## src/rtl/stp_pkg.sv

```systemverilog
// Shared constants and types for the short-term synaptic plasticity unit.
// Holds default sizes, register reset values, operation codes and register indexes.
// No dependencies.
package stp_pkg;

  localparam int NEURONS_DEFAULT       = 1024;
  localparam int FRACTION_BITS_DEFAULT = 24;

  localparam int NEURON_WIDTH    = 10;
  localparam int REG_INDEX_WIDTH = 2;

  localparam longint unsigned UJUMP_RESET        = 64'd167772;
  localparam longint unsigned DEPRESSION_RESET   = 64'd8389;
  localparam longint unsigned FACILITATION_RESET = 64'd1678;

  typedef enum logic [1:0] {
    OP_SPIKE = 2'd0,
    OP_TICK  = 2'd1,
    OP_BLOCK = 2'd2,
    OP_CLEAR = 2'd3
  } stp_op_t;

  localparam logic [REG_INDEX_WIDTH-1:0] REG_UJUMP        = 2'd0;
  localparam logic [REG_INDEX_WIDTH-1:0] REG_DEPRESSION   = 2'd1;
  localparam logic [REG_INDEX_WIDTH-1:0] REG_FACILITATION = 2'd2;

endpackage

```

## src/rtl/stp_mul_unit.sv

```systemverilog
// Shared fixed-point multiplier: registered product of two Q1.F values,
// rounded to nearest with ties upward. Depends on stp_pkg.
module stp_mul_unit #(
  parameter int FRACTION_BITS = stp_pkg::FRACTION_BITS_DEFAULT
) (
  input  logic                     clk,
  input  logic [FRACTION_BITS:0]   a,
  input  logic [FRACTION_BITS:0]   b,
  output logic [FRACTION_BITS:0]   product
);
  import stp_pkg::*;

  localparam int W = FRACTION_BITS + 1;
  localparam logic [2*W-1:0] HALF = {{(W + 1){1'b0}}, 1'b1, {(FRACTION_BITS - 1){1'b0}}};

  logic [2*W-1:0] full;

  // Both operands never exceed 1.0, so the rounded result fits in W bits.
  assign full = ({{W{1'b0}}, a} * {{W{1'b0}}, b}) + HALF;

  always_ff @(posedge clk) begin
    product <= full[2*FRACTION_BITS:FRACTION_BITS];
  end

endmodule

```

## config.mk

```make
export PLATFORM = sky130hd
export DESIGN_NAME = stp_mul_unit
export DESIGN_NICKNAME = d
export VERILOG_FILES = /design/src/rtl/stp_pkg.sv /design/src/rtl/stp_mul_unit.sv
export SDC_FILE = /design/constraint.sdc
export NUM_CORES = 1
export LEC_CHECK = 0
export ABC_AREA = 1
export BUFFER_PORTS_ARGS = -buffer_cell sky130_fd_sc_hd__buf_2
export CAP_MARGIN = 0
export CORE_ASPECT_RATIO = 0.5
export CORE_MARGIN = 2
export CORE_UTILIZATION = 30
export CTS_CLUSTER_DIAMETER = 100
export DETAILED_ROUTE_END_ITERATION = 7
export GPL_ROUTABILITY_DRIVEN = 0
export PLACE_DENSITY_LB_ADDON = 0.12
export SETUP_SLACK_MARGIN = 0.5
export SYNTH_ARGS = -nofsm -noshare
export SYNTH_HDL_FRONTEND = slang
export SYNTH_SLANG_ARGS = --single-unit
```

## constraint.sdc

```tcl
create_clock -name clk -period 7.94 [get_ports clk]
set_clock_uncertainty 0.05 [all_clocks]
set_input_delay 0.794 -clock clk [delete_from_list [all_inputs] [get_ports clk]]
set_output_delay 0.794 -clock clk [all_outputs]
set_load 0.02 [all_outputs]
```

# After elaboration in Yosys (flattened, before gate mapping)

Cells that the tools add are included.

Bits in registers: 25
Latch bits: 0
Memory bits (writable): 0
Bits in read-only memories: 0
Input bits: 51
Output and inout port bits: 25
Word-level logic and storage cells: 3
Memories kept: 0

Add/sub/neg operators: 1
$mul: 1
Divide/modulo/power cells: 0
Order comparisons: 0
Eq/ne operators: 0
Shift-type cells: 0
Muxes and demuxes: 0
Bitwise operators: 0
Reductions and logical operators: 0

Operators by type and width:

| operator                 | count |
|---|---|
| $add A49 B24 Y49 const B | 1 |
| $mul A25 B25 Y49         | 1 |

# Longest topological paths before layout

Gate-level depths: netlist (run 1).

Word-level depth: 2
Gate-level depth with buffers: 29
Mapped depth without buffers: 27

# Worst setup path before layout (run 1)

No wires, ideal clock.

Path kind: input to register
Start: input a[13]
End: register product[20]
Setup time: 0.113 ns
Data arrival time: 6.305 ns
Required time: 7.777 ns
Slack: 1.472 ns
Cell stages on the path: 27
Path buffers: 2
Cell sequence: clkbuf_1 -> clkbuf_1 -> nand2_1 -> fa_1 -> inv_1 -> fa_1 -> inv_1 -> fa_1 -> inv_1 -> fa_1 -> inv_1 -> fa_1 -> inv_1 -> fa_1 -> inv_1 -> fa_1 -> inv_1 -> ha_1 -> nand2_1 -> nor2_1 -> inv_1 -> nor2_1 -> inv_1 -> nor3_1 -> nand2_1 -> nand4_1 -> nand2_1

Cells in the longest elaborated chain, start to end: 2

Ends and longest elaborated chain:

| element              | line               | source |
|---|---|---|
| from (decl)          | stp_mul_unit.sv:7  | `input logic [FRACTION_BITS:0] a,` |
| $mul A25 B25 Y49     | stp_mul_unit.sv:19 | `assign full = ({{W{1'b0}}, a} * {{W{1'b0}}, b}) + HALF;` |
| $add A49 B24 Y49     | stp_mul_unit.sv:19 |  |
| via full[44]         | stp_mul_unit.sv:16 | `logic [2*W-1:0] full;` |
| to (signal assigned) | stp_mul_unit.sv:22 | `product <= full[2*FRACTION_BITS:FRACTION_BITS];` |
| to (decl)            | stp_mul_unit.sv:9  | `output logic [FRACTION_BITS:0] product` |

The timed path passes the listed nets, and every way through them passes these cells.

# Worst setup path after layout (run 1)

Start: input b[7]
End: register product[3]

Cells in the longest elaborated chain, start to end: 2

Ends and longest elaborated chain:

| element          | line               | source |
|---|---|---|
| from (decl)      | stp_mul_unit.sv:8  | `input logic [FRACTION_BITS:0] b,` |
| $mul A25 B25 Y49 | stp_mul_unit.sv:19 |  |
| $add A49 B24 Y49 | stp_mul_unit.sv:19 |  |
| via full[27]     | stp_mul_unit.sv:16 |  |

The timed path passes the listed nets, and every way through them passes these cells.

==> results by group, run 1 <==
Run status
  – Status: complete, no violations

Setup path
  – Worst Path Required: ~8 ns
  – Worst setup SP type: primary input
  – CP endpoint: product[3]
  – Crit-path max FO: 25
  – CP Buf/Inv Count: 7
  – Levels on crit path: 22
  – Slowest cell delay on critical path: roughly 0.58 ns
  – Crit path max-delay family: adder cells
  – CP startpoint: b[7]
  – Critical-path cell list: buf_2 -> nand2_1 -> fa_1 -> inv_1 -> fa_1 -> inv_1 -> fa_1 -> fa_1 -> inv_1 -> fa_1 -> fa_1 -> inv_1 -> fa_1 -> inv_1 -> ha_1 -> inv_1 -> o21bai_1 -> a21boi_0 -> o21ai_0 -> a21oi_1 -> nand2_2 -> xor2_1
  – Worst EP arrival: between 7 and 8 ns
  – CP endpoint kind: flop
  – Crit path kind: in -> reg
  – Slowest stage cell, crit path: fa_1
  – Cell mode on critical path: fa_1

Floorplanning
  – Total core area: approximately 73000 um^2
  – Die Footprint: around 76000 um^2
  – I/O pins: 76
  – Starting density of the core: a little under a third
  – Die H: a little under 200 um
  – FP Rows: 70
  – Die W: between 300 and 400 um

Drt
  – Iteration-0 DRC Markers: 1111
  – WL/cell: 18.4 um
  – WL final: 71500 um
  – Detail Route Antenna Nets: 0
  – Vias per cell: around 4.4
  – DR vias: roughly 17000
  – Remaining DRCs: 0
  – Pre-Repair DR Iteration Count: 5

Clock network
  – Root Driver: clkbuf_16
  – CTS tree: yes
  – Sinks on Clock Net: 25
  – Inserted Clock Buffers: 3
  – Setup bufs post-CTS: 0
  – Clk buf depth: 2
  – CTS Hold Buffers Added: 0
  – H-tree levels: 1
  – Clk slew on worst S/H paths: ~0.08 ns
  – Resized cells post-CTS: 0

STA
  – Setup_tns: 0 ns
  – Slew margin rel.: just over 50%
  – Hold slack: 1.42 ns
  – Final Hold Fails: 0
  – Final period utilization: 89.8%
  – Fin crit period: about 7 ns
  – Max Fclk: 0.140 GHz
  – Unrepaired setup endpoints after global routing: false
  – Count of pins over their slew limit: 0
  – # setup viols final: 0
  – Worst-Margin Slew: between 0.7 and 0.8 ns

Synthesis
  – Syn Area/Cell: roughly 7.5 um^2
  – Mapped Nets: 3726
  – Yosys warnings: 0
  – Netlist cell types: 26
  – Count of state elements after synthesis: 25
  – Register area share after synthesis: roughly 2.3%
  – Post-Synthesis Cells: approximately 3000
  – Synth Cell Area: between 20000 and 25000 um^2

Cells and area
  – Nets: about 3700
  – Area Overhead vs Synth: 6.28%
  – Share of layout cells above drive strength 1: slightly below 4%
  – Most flops, register: product
  – Max FFs per register: 25
  – Biggest regs: product (25)
  – Core Util, Final: 32.2%

Min path
  – Min-Delay Path Class: in -> reg
  – Worst hold start: b[0]

Flow run
  – MaxCap Viol Count: 0

GRT
  – Initial antenna violation count: 3
  – Largest net degree at the start of global routing: 26
  – GRT overflow: 0
  – First-pass GRT wire length: roughly 110000 um
  – Overall Global Routing Usage: about a fifth
  – Vias in the first global route: between 15000 and 20000

Placement
  – Port Buf Inserts: 75
  – Hpwl dp: roughly 62000 um
[cell type report]
class	count	area, um^2
multi-input cells	1805	17500
diodes	1	2.50
fillers	7888	49600
clock inverters	1	7.51
clock buffers	3	75.1
inverters	979	3670
repair buffers	103	631
flip-flops and latches	25	500
well taps	972	1220
[Yosys cell counts]
| library cell | count | share of area (%) |
|---|---|---|
| inv_1 | 979 | 17 |
| nand2_1 | 793 | 13 |
| fa_1 | 525 | 47 |
| ha_1 | 195 | 11 |
| clkbuf_1 | 146 | 2.5 |
| nor2_1 | 85 | 1.4 |
| a21oi_1 | 64 | 1.4 |
| o21ai_0 | 37 | 0.84 |
| nand3_1 | 31 | 0.70 |
| dfxtp_1 | 25 | 2.3 |
| nand4_1 | 14 | 0.40 |
| o21bai_1 | 12 | 0.41 |
| a21boi_0 | 7 | 0.24 |
| nor3_1 | 7 | 0.16 |
| o21a_1 | 7 | 0.24 |
| xnor2_1 | 7 | 0.28 |
| a21o_1 | 6 | 0.20 |
| xor2_1 | 6 | 0.24 |
| nand2_2 | 2 | 0.056 |
| a31oi_1 | 1 | 0.028 |
| and3_1 | 1 | 0.028 |
| nand3b_1 | 1 | 0.034 |
| nor2_2 | 1 | 0.028 |
| nor3_2 | 1 | 0.045 |
| nor4_1 | 1 | 0.028 |
| o21ai_1 | 1 | 0.023 |
[worst min-delay path by stage]
stage / endpoint / slack (ns) / cells past startpoint
after floorplan: product[0] / 1.08 / 0
after global placement: product[11] / 1.17 / 1
after detailed placement: product[3] / 1.16 / 1
after CTS: product[13] / 1.43 / 8
after global routing: product[5] / 1.49 / 1
final: product[13] / 1.42 / 8
[kinds of logic after synthesis]
logic type	after synthesis	share of synthesized area [%]
AO/OA/AOI/OAI	135	3.42
XOR/XNOR	13	0.514
adder cells (fa/ha/maj)	720	58.4
buffers and inverters	1125	19.1
flip-flops	25	2.26
AND/OR/NAND/NOR	937	16.3
[through the flow]
step           std cells  worst slack [ns]  cell area, um^2
2_1_floorplan       2955              1.47            22200
3_3_place_gp        3884             0.270            23400
3_5_place_dp        3884             0.427            23400
4_1_cts             3888             0.656            23500
5_1_grt             3888             0.516            23600
6_report            3889             0.807            23600
[cell usage in the layout (no fill, tap or decap), drive strengths merged]
cell type / netlist / layout
a31oi: 1 / 1
a21oi: 64 / 64
o21a: 7 / 7
clkinvlp: 0 / 1
buf: 0 / 85
diode: 0 / 1
o21bai: 12 / 12
nor3: 8 / 8
clkbuf: 146 / 21
nand3b: 1 / 1
fa: 525 / 525
xnor2: 7 / 7
ha: 195 / 195
dfxtp: 25 / 25
inv: 979 / 979
nor2: 86 / 86
nand2: 795 / 795
and3: 1 / 1
a21o: 6 / 6
xor2: 6 / 6
nand3: 31 / 31
o21ai: 38 / 38
a21boi: 7 / 7
nor4: 1 / 1
nand4: 14 / 14
[metal layers]
layer | up-vias | GRT usage (%) | wire length [um]
met3 | 23 | 4.35 | 6060
met2 | 462 | 27.4 | 27500
li1 | 8080 | - | -
met4 | 2 | 1.31 | 302
met5 | - | 0 | 12
met1 | 8661 | 31.7 | 37600
Power of run 1 is not shown: default switching activity piles up to over one toggle a cycle in this logic, so the estimate is an artifact.
==> run 2: changes to the inputs <==
--- a/config.mk
+++ b/config.mk
@@ -5,7 +5,7 @@
 export SDC_FILE = /design/constraint.sdc
 export NUM_CORES = 1
 export LEC_CHECK = 0
-export ABC_AREA = 1
+export ABC_AREA = 0
 export BUFFER_PORTS_ARGS = -buffer_cell sky130_fd_sc_hd__buf_2
 export CAP_MARGIN = 0
 export CORE_ASPECT_RATIO = 0.5
==> run 2 against run 1 <==
  * Area after synthesis is 6.0% lower
  * Routed wire length shrank 18%
  * Critical path depth decreased by 1
  * Clock-buffer cell count stayed put
  * Global-route usage is 2.7 points lower
  * Cell area decreased by 3.1%
  * Largest cell class unchanged
  * Sequential share of layout area grew 0.068 points
==> results by group, run 2 <==
Run status
  – Status: complete, no violations

STA
  – Final Hold Fails: 0 (unchanged)
  – Count of pins over their slew limit: 0 (unchanged)
  – Fin crit period: 7.22 ns (+0.0880 ns)
  – Worst-Margin Slew: 0.676 ns (-0.0610 ns)
  – Unrepaired setup endpoints after global routing: false
  – # setup viols final: 0 (unchanged)
  – Setup_tns: 0 ns (unchanged)
  – Final period utilization: 90.9% (+1.1 points)
  – Slew margin rel.: 54.7% (+3.8 points)
  – Max Fclk: 0.138 GHz (-1.2%)

Floorplanning
  – FP Rows: 68 (-2.9%)
  – I/O pins: 76 (unchanged)
  – Die H: 190 um (-3.0%)
  – Starting density of the core: 30.3% (about the same)
  – Total core area: 68800 um^2 (-5.9%)
  – Die W: 377 um (-3.0%)
  – Die Footprint: 71700 um^2 (-5.9%)

Setup path
  – Crit-path max FO: 13 (-48%)
  – Worst setup SP type: primary input
  – Worst EP arrival: 7.37 ns (+0.14 ns)
  – Crit path kind: in -> reg
  – Slowest cell delay on critical path: 0.59 ns (about the same)
  – CP endpoint kind: flop
  – Slowest stage cell, crit path: fa_1
  – CP endpoint: product[19]
  – Worst Path Required: 8.09 ns (+0.05 ns)
  – CP startpoint: b[3]
  – Critical-path cell list: clkbuf_4 -> buf_4 -> and2_1 -> fa_1 -> fa_1 -> inv_1 -> fa_1 -> fa_1 -> inv_1 -> fa_1 -> fa_1 -> fa_1 -> ha_1 -> nand4_4 -> or4_1 -> a311o_1 -> o2111ai_4 -> nand3_4 -> and2_4 -> o21ai_2 -> xor2_1
  – Cell mode on critical path: fa_1

Synthesis
  – Register area share after synthesis: 2.40% (+0.14 points)
  – Syn Area/Cell: 8.96 um^2 (+19%)
  – Top cells by area, synth: fa_1 (50%), ha_1 (12%), inv_1 (11%)
  – XOR/XNOR Fraction of Synth Area: 1.18% (+0.66 points)
  – Yosys warnings: 0 (unchanged)
  – Complex-gate fraction of the synthesized area: 4.17% (+0.76 points)
  – Post-Synthesis Cells: 2326 (-21%)
  – Simple-Gate Fraction of Synth Area: 17.3% (+0.97 points)
  – Dominant synthesized flop cell: dfxtp_1
  – Synth async-reset ratio: 0% (unchanged)
  – Top post-synthesis cells by count: inv_1 (590), fa_1 (525), nand2_1 (334)
  – Count of state elements after synthesis: 25 (unchanged)
  – Mapped Nets: 3097 (-17%)
  – Cell taking the most area after synthesis: fa_1
  – Largest family of logic cells by synthesized area: adder cells
  – Synth Area in Adders: 62.1% (+3.7 points)
  – Synth Cell Area: 20800 um^2 (-6.0%)
  – Synth top area share: 50.4% (+3.0 points)
  – Netlist cell types: 54 (+110%)
  – Post-synth EDFFs: 0 (unchanged)
  – Most frequent cell after synthesis: inv_1
  – Mux cell area share after synthesis: 0% (unchanged)

Drt
  – Detail Route Antenna Nets: 0 (unchanged)
  – Remaining DRCs: 0 (unchanged)
  – WL/cell: 17.8 um (-3.1%)
  – Vias per cell: 4.56 (+2.8%)
  – WL final: 58500 um (-18%)
  – DR vias: 14959 (-13%)
  – Iteration-0 DRC Markers: 593 (-47%)
  – Pre-Repair DR Iteration Count: 5 (unchanged)

GRT
  – First-pass GRT wire length: 94000 um (-18%)
  – Largest net degree at the start of global routing: 26 (unchanged)
  – Vias in the first global route: 16277 (-13%)
  – Overall Global Routing Usage: 17.0% (-2.7 points)
  – Initial antenna violation count: 0 (-3)
  – GRT overflow: 0 (unchanged)

Cells and area
  – Most flops, register: product
  – Share of layout cells above drive strength 1: 7.75% (+3.9 points)
  – Area Overhead vs Synth: 9.49%
  – Nets: 3145 (-15%)
  – Commonest non-fill, non-tap cell in the layout: inv_1
  – Commonest cells after routing, fill and taps aside: inv_1 (590), fa_1 (524), nand2_1 (334)
  – Max FFs per register: 25 (unchanged)
  – Biggest regs: product (25)

Clock network
  – Root Driver: clkbuf_16
  – Sinks on Clock Net: 25 (unchanged)
  – H-tree levels: 1 (unchanged)
  – Clk slew on worst S/H paths: 0.06 ns (-0.02 ns)
  – Clk buf depth: 2 (unchanged)
  – CTS Hold Buffers Added: 0 (unchanged)
  – CTS tree: yes
  – Inserted Clock Buffers: 3 (unchanged)

Min path
  – Worst hold start: product[3]
  – Min-Delay Path Depth: 1 (-7)
  – Min-Delay Path Class: reg -> out

Placement
  – Port Buf Inserts: 75 (unchanged)
  – Hpwl dp: 50900 um (-17%)

Flow run
  – MaxCap Viol Count: 0 (unchanged)
-- run 2: changes by cell type after synthesis, sizes merged, moves of 6 or more --
| cell | delta |
|---|---|
| o21bai | -6 |
| clkbuf | -39 |
| inv | -389 |
| o211ai | +8 |
| nor2 | -64 |
| a21boi | -7 |
| nand2 | -461 |
| nand3 | -20 |
| o21ai | -12 |
| a21oi | -21 |
| xnor2 | +13 |
| a211oi | +7 |
| and2 | +323 |
-- run 2: cells by family after synthesis --
family | count (synthesis)
compound gates | 133
xor+xnor | 28
fa+ha+maj | 720
buf+inv | 702
flops | 25
simple gates | 718
-- run 2: worst min path at each step --
stage	to	slack (ns)
after floorplan	product[0]	1.08
after global placement	product[21]	1.16
after detailed placement	product[6]	1.16
after CTS	product[21]	1.46
after global routing	product[4]	1.48
final	product[3]	1.45
-- run 2: what timing repair did --
action | 4_1_cts | 5_1_grt
gates resized for setup | 8 | 47
setup buffers | 0 | 1
setup endpoints to repair | 3 | 12
pin swaps | 0 | 8
-- run 2: layout make-up --
type	instances	area (um^2)
antenna	1	2.50
clock buffer	3	75.1
clock inverter	1	7.51
fill	7301	46000
inverter	590	2210
multi-input combinational	1599	17800
sequential	25	500
tap	910	1140
timing repair buffer	155	1090
-- run 2: critical path: cells and delay by family --
family                     cells  cell delay, ns
buffers and inverters          4            0.48
AOI/OAI and AO/OA              3            0.87
adders and majority gates      8            3.92
and+or+nand+nor                5            1.12
xor gates and xnor gates       1            0.14
-- run 2: per-stage QoR --
step / worst slack, ns / utilization (%) / cell area, um^2 / hold slack [ns] / std cells
4_1_cts: 0.516 / 32.9 / 22600 / 1.46 / 3282
6_report: 0.719 / 33.2 / 22800 / 1.45 / 3284
2_1_floorplan: 0.928 / - / 20800 / 1.08 / 2326
3_5_place_dp: 0.115 / 32.7 / 22500 / 1.16 / 3278
3_3_place_gp: 0.172 / 32.7 / 22500 / 1.16 / 3278
5_1_grt: 0.508 / 33.2 / 22800 / 1.48 / 3283
-- run 2: layer usage --
| layer | global-route usage, % | wire length [um] | share of wire, % |
|---|---|---|---|
| met3 | 1.09 | 1480 | 2.5 |
| met2 | 31.6 | 31000 | 53 |
| met5 | 0 | 0 | 0 |
| met1 | 22.1 | 24900 | 43 |
| met4 | 2.71 | 1070 | 1.8 |
Power of run 2 is left out for the same reason.
==> run 3: changes to the inputs <==
--- a/config.mk
+++ b/config.mk
@@ -6,9 +6,10 @@
 export NUM_CORES = 1
 export LEC_CHECK = 0
 export ABC_AREA = 0
+export ABC_CLOCK_PERIOD_IN_PS = 7940
 export BUFFER_PORTS_ARGS = -buffer_cell sky130_fd_sc_hd__buf_2
 export CAP_MARGIN = 0
-export CORE_ASPECT_RATIO = 0.5
+export CORE_ASPECT_RATIO = 0.9
 export CORE_MARGIN = 2
 export CORE_UTILIZATION = 30
 export CTS_CLUSTER_DIAMETER = 100
==> run 3 against run 2 <==
  * Cell count up 0.82%
  * Routed wire length increased by 9.2%
  * Clock-buffer cell count is the same
  * Sequential cell count unchanged
  * Via count shrank 0.61%
  * Die area is 0.18% lower
  * Cell area up 0.83%
  * First-iteration DRC count rose by 50%
  * Fmax is 0.18% lower
  * Sequential share of layout area hardly changed
  * Non-clock buffer count grew 7
  * Hold slack worse by 0.041 ns
  * Critical path type unchanged
  * Critical endpoint unchanged
  * Largest cell class unchanged
==> results by group, run 3 (synthesis results as in run 2) <==
Floorplanning
  – Die Footprint: 71600 um^2 (-0.18%)
  – Total core area: 68700 um^2 (-0.25%)
  – Die W: 282 um (-25%)
  – Die H: 254 um (+33%)
  – FP Rows: 91 (+34%)
  – Starting density of the core: 30.4% (+0.077 points)
  – I/O pins: 76 (unchanged)

Cells and area
  – Max FFs per register: 25 (unchanged)
  – Commonest non-fill, non-tap cell in the layout: inv_1
  – Share of layout cells above drive strength 1: 8.45% (+0.69 points)
  – Most flops, register: product
  – Fillers: 7188 (-1.5%)
  – Layout Cells excl Fill: 3311 (+0.82%)
  – Multi-input gate area: 17800 um^2 (+0.23%)
  – Commonest cells after routing, fill and taps aside: inv_1 (590), fa_1 (516), nand2_1 (332)
  – Biggest regs: product (25)
  – Area Overhead vs Synth: 10.4%
  – FF+latch area: 500 um^2 (unchanged)
  – Nets: 3152 (+0.22%)

Setup path
  – Crit path max-delay family: adder cells
  – CP endpoint kind: flop
  – Cell mode on critical path: fa_1
  – CP endpoint: product[19]
  – Crit path kind: in -> reg
  – Worst setup SP type: primary input
  – Levels on crit path: 21 (unchanged)
  – CP startpoint: b[19]
  – Worst EP arrival: 7.39 ns (+0.02 ns)
  – Worst Path Required: 8.10 ns (about the same)
  – Slowest stage cell, crit path: fa_1
  – Critical-path cell list: buf_2 -> nand2_1 -> fa_1 -> inv_1 -> fa_1 -> fa_1 -> fa_1 -> fa_1 -> fa_1 -> inv_1 -> fa_1 -> inv_1 -> ha_4 -> nand4_4 -> or4_4 -> a311o_1 -> o2111ai_4 -> nand3_2 -> and2_4 -> o21ai_2 -> xor2_1
  – Slowest cell delay on critical path: 0.64 ns (+0.05 ns)
  – Crit-path max FO: 13 (unchanged)
  – CP Buf/Inv Count: 4 (unchanged)

Drt
  – Detail Route Antenna Nets: 0 (unchanged)
  – WL final: 63900 um (+9.2%)
  – Metal1 wirelength: 33700 um (+35%)
  – Iteration-0 DRC Markers: 892 (+50%)
  – Remaining DRCs: 0 (unchanged)
  – Pre-Repair DR Iteration Count: 5 (unchanged)
  – Max layer used: met5
  – WL/cell: 19.3 um (+8.4%)
  – DR vias: 14868 (-0.61%)
  – Vias per cell: 4.49 (-1.4%)
  – Met3 wire length: 3300 um (+120%)
  – WL met2: 26200 um (-16%)

GRT
  – Overall Global Routing Usage: 18.8% (+1.8 points)
  – Largest net degree at the start of global routing: 26 (unchanged)
  – Vias in the first global route: 16319 (+0.26%)
  – First-pass GRT wire length: 102000 um (+8.2%)
  – GRT overflow: 0 (unchanged)
  – Initial antenna violation count: 6 (+6)

Clock network
  – Clk slew on worst S/H paths: 0.07 ns (about the same)
  – CTS tree: yes
  – H-tree levels: 1 (unchanged)
  – Clk buf depth: 2 (unchanged)
  – Inserted Clock Buffers: 3 (unchanged)
  – Root Driver: clkbuf_16
  – Sinks on Clock Net: 25 (unchanged)

STA
  – Slew margin rel.: 59.7% (+5.0 points)
  – Final period utilization: 91.1% (+0.16 points)
  – Count of pins over their slew limit: 0 (unchanged)
  – Worst-Margin Slew: 0.601 ns (-0.0746 ns)
  – Setup_tns: 0 ns (unchanged)
  – # setup viols final: 0 (unchanged)
  – Fin crit period: 7.23 ns (+0.0129 ns)
  – Unrepaired setup endpoints after global routing: false
  – Final Hold Fails: 0 (unchanged)
  – Max Fclk: 0.138 GHz (-0.18%)

Placement
  – Cell total after placement: 3303 (+0.76%)
  – Port Buf Inserts: 75 (unchanged)
  – Hpwl dp: 56400 um (+11%)

Min path
  – Min-Delay Path Class: in -> reg
  – Min-Delay Path Depth: 7 (+6)

Flow run
  – MaxCap Viol Count: 0 (unchanged)

Run status
  – Status: complete, no violations
-- run 3: worst min path at each step --
stage               start          end  slack [ns]
3_5_place_dp   product[8]   product[8]        1.16
2_1_floorplan  product[0]   product[0]        1.08
6_report            a[24]  product[24]        1.41
4_1_cts             a[24]  product[24]        1.42
5_1_grt        product[8]   product[8]        1.48
3_3_place_gp   product[8]   product[8]        1.16
-- run 3: layout make-up --
class | count | area share [%]
Multi-Input combinational cell | 1599 | 77.5
Inverter | 590 | 9.62
Timing Repair Buffer | 162 | 5.28
Tap cell | 930 | 5.06
Sequential cell | 25 | 2.17
Clock buffer | 3 | 0.326
Clock inverter | 1 | 0.0326
Antenna cell | 1 | 0.0109
-- run 3: timing repair --
item | in CTS | in global routing
cloned | 0 | 1
endpoints found under the setup margin | 4 | 13
pin swaps | 0 | 11
hold buffers | 0 | 0
gates resized for setup | 5 | 78
buffers inserted | 0 | 2
endpoints found under the hold margin | 0 | 0
-- run 3: stage by stage --
step	utilization (%)	area (um^2)	hold WS (ns)	setup WS (ns)
floorplan	-	20800	1.08	0.928
global placement	32.9	22600	1.16	0.239
detailed placement	32.9	22600	1.16	0.197
CTS	33.1	22700	1.42	0.530
global route	33.5	23000	1.48	0.504
finish	33.5	23000	1.41	0.706
-- run 3: per-layer routing --
| metal | track usage [%] | vias up |
|---|---|---|
| met5 | 0 | - |
| met4 | 1.98 | 6 |
| met3 | 2.54 | 26 |
| met2 | 27.2 | 310 |
| met1 | 30.3 | 7691 |
| li1 | - | 6835 |
Power of run 3 is left out for the same reason.
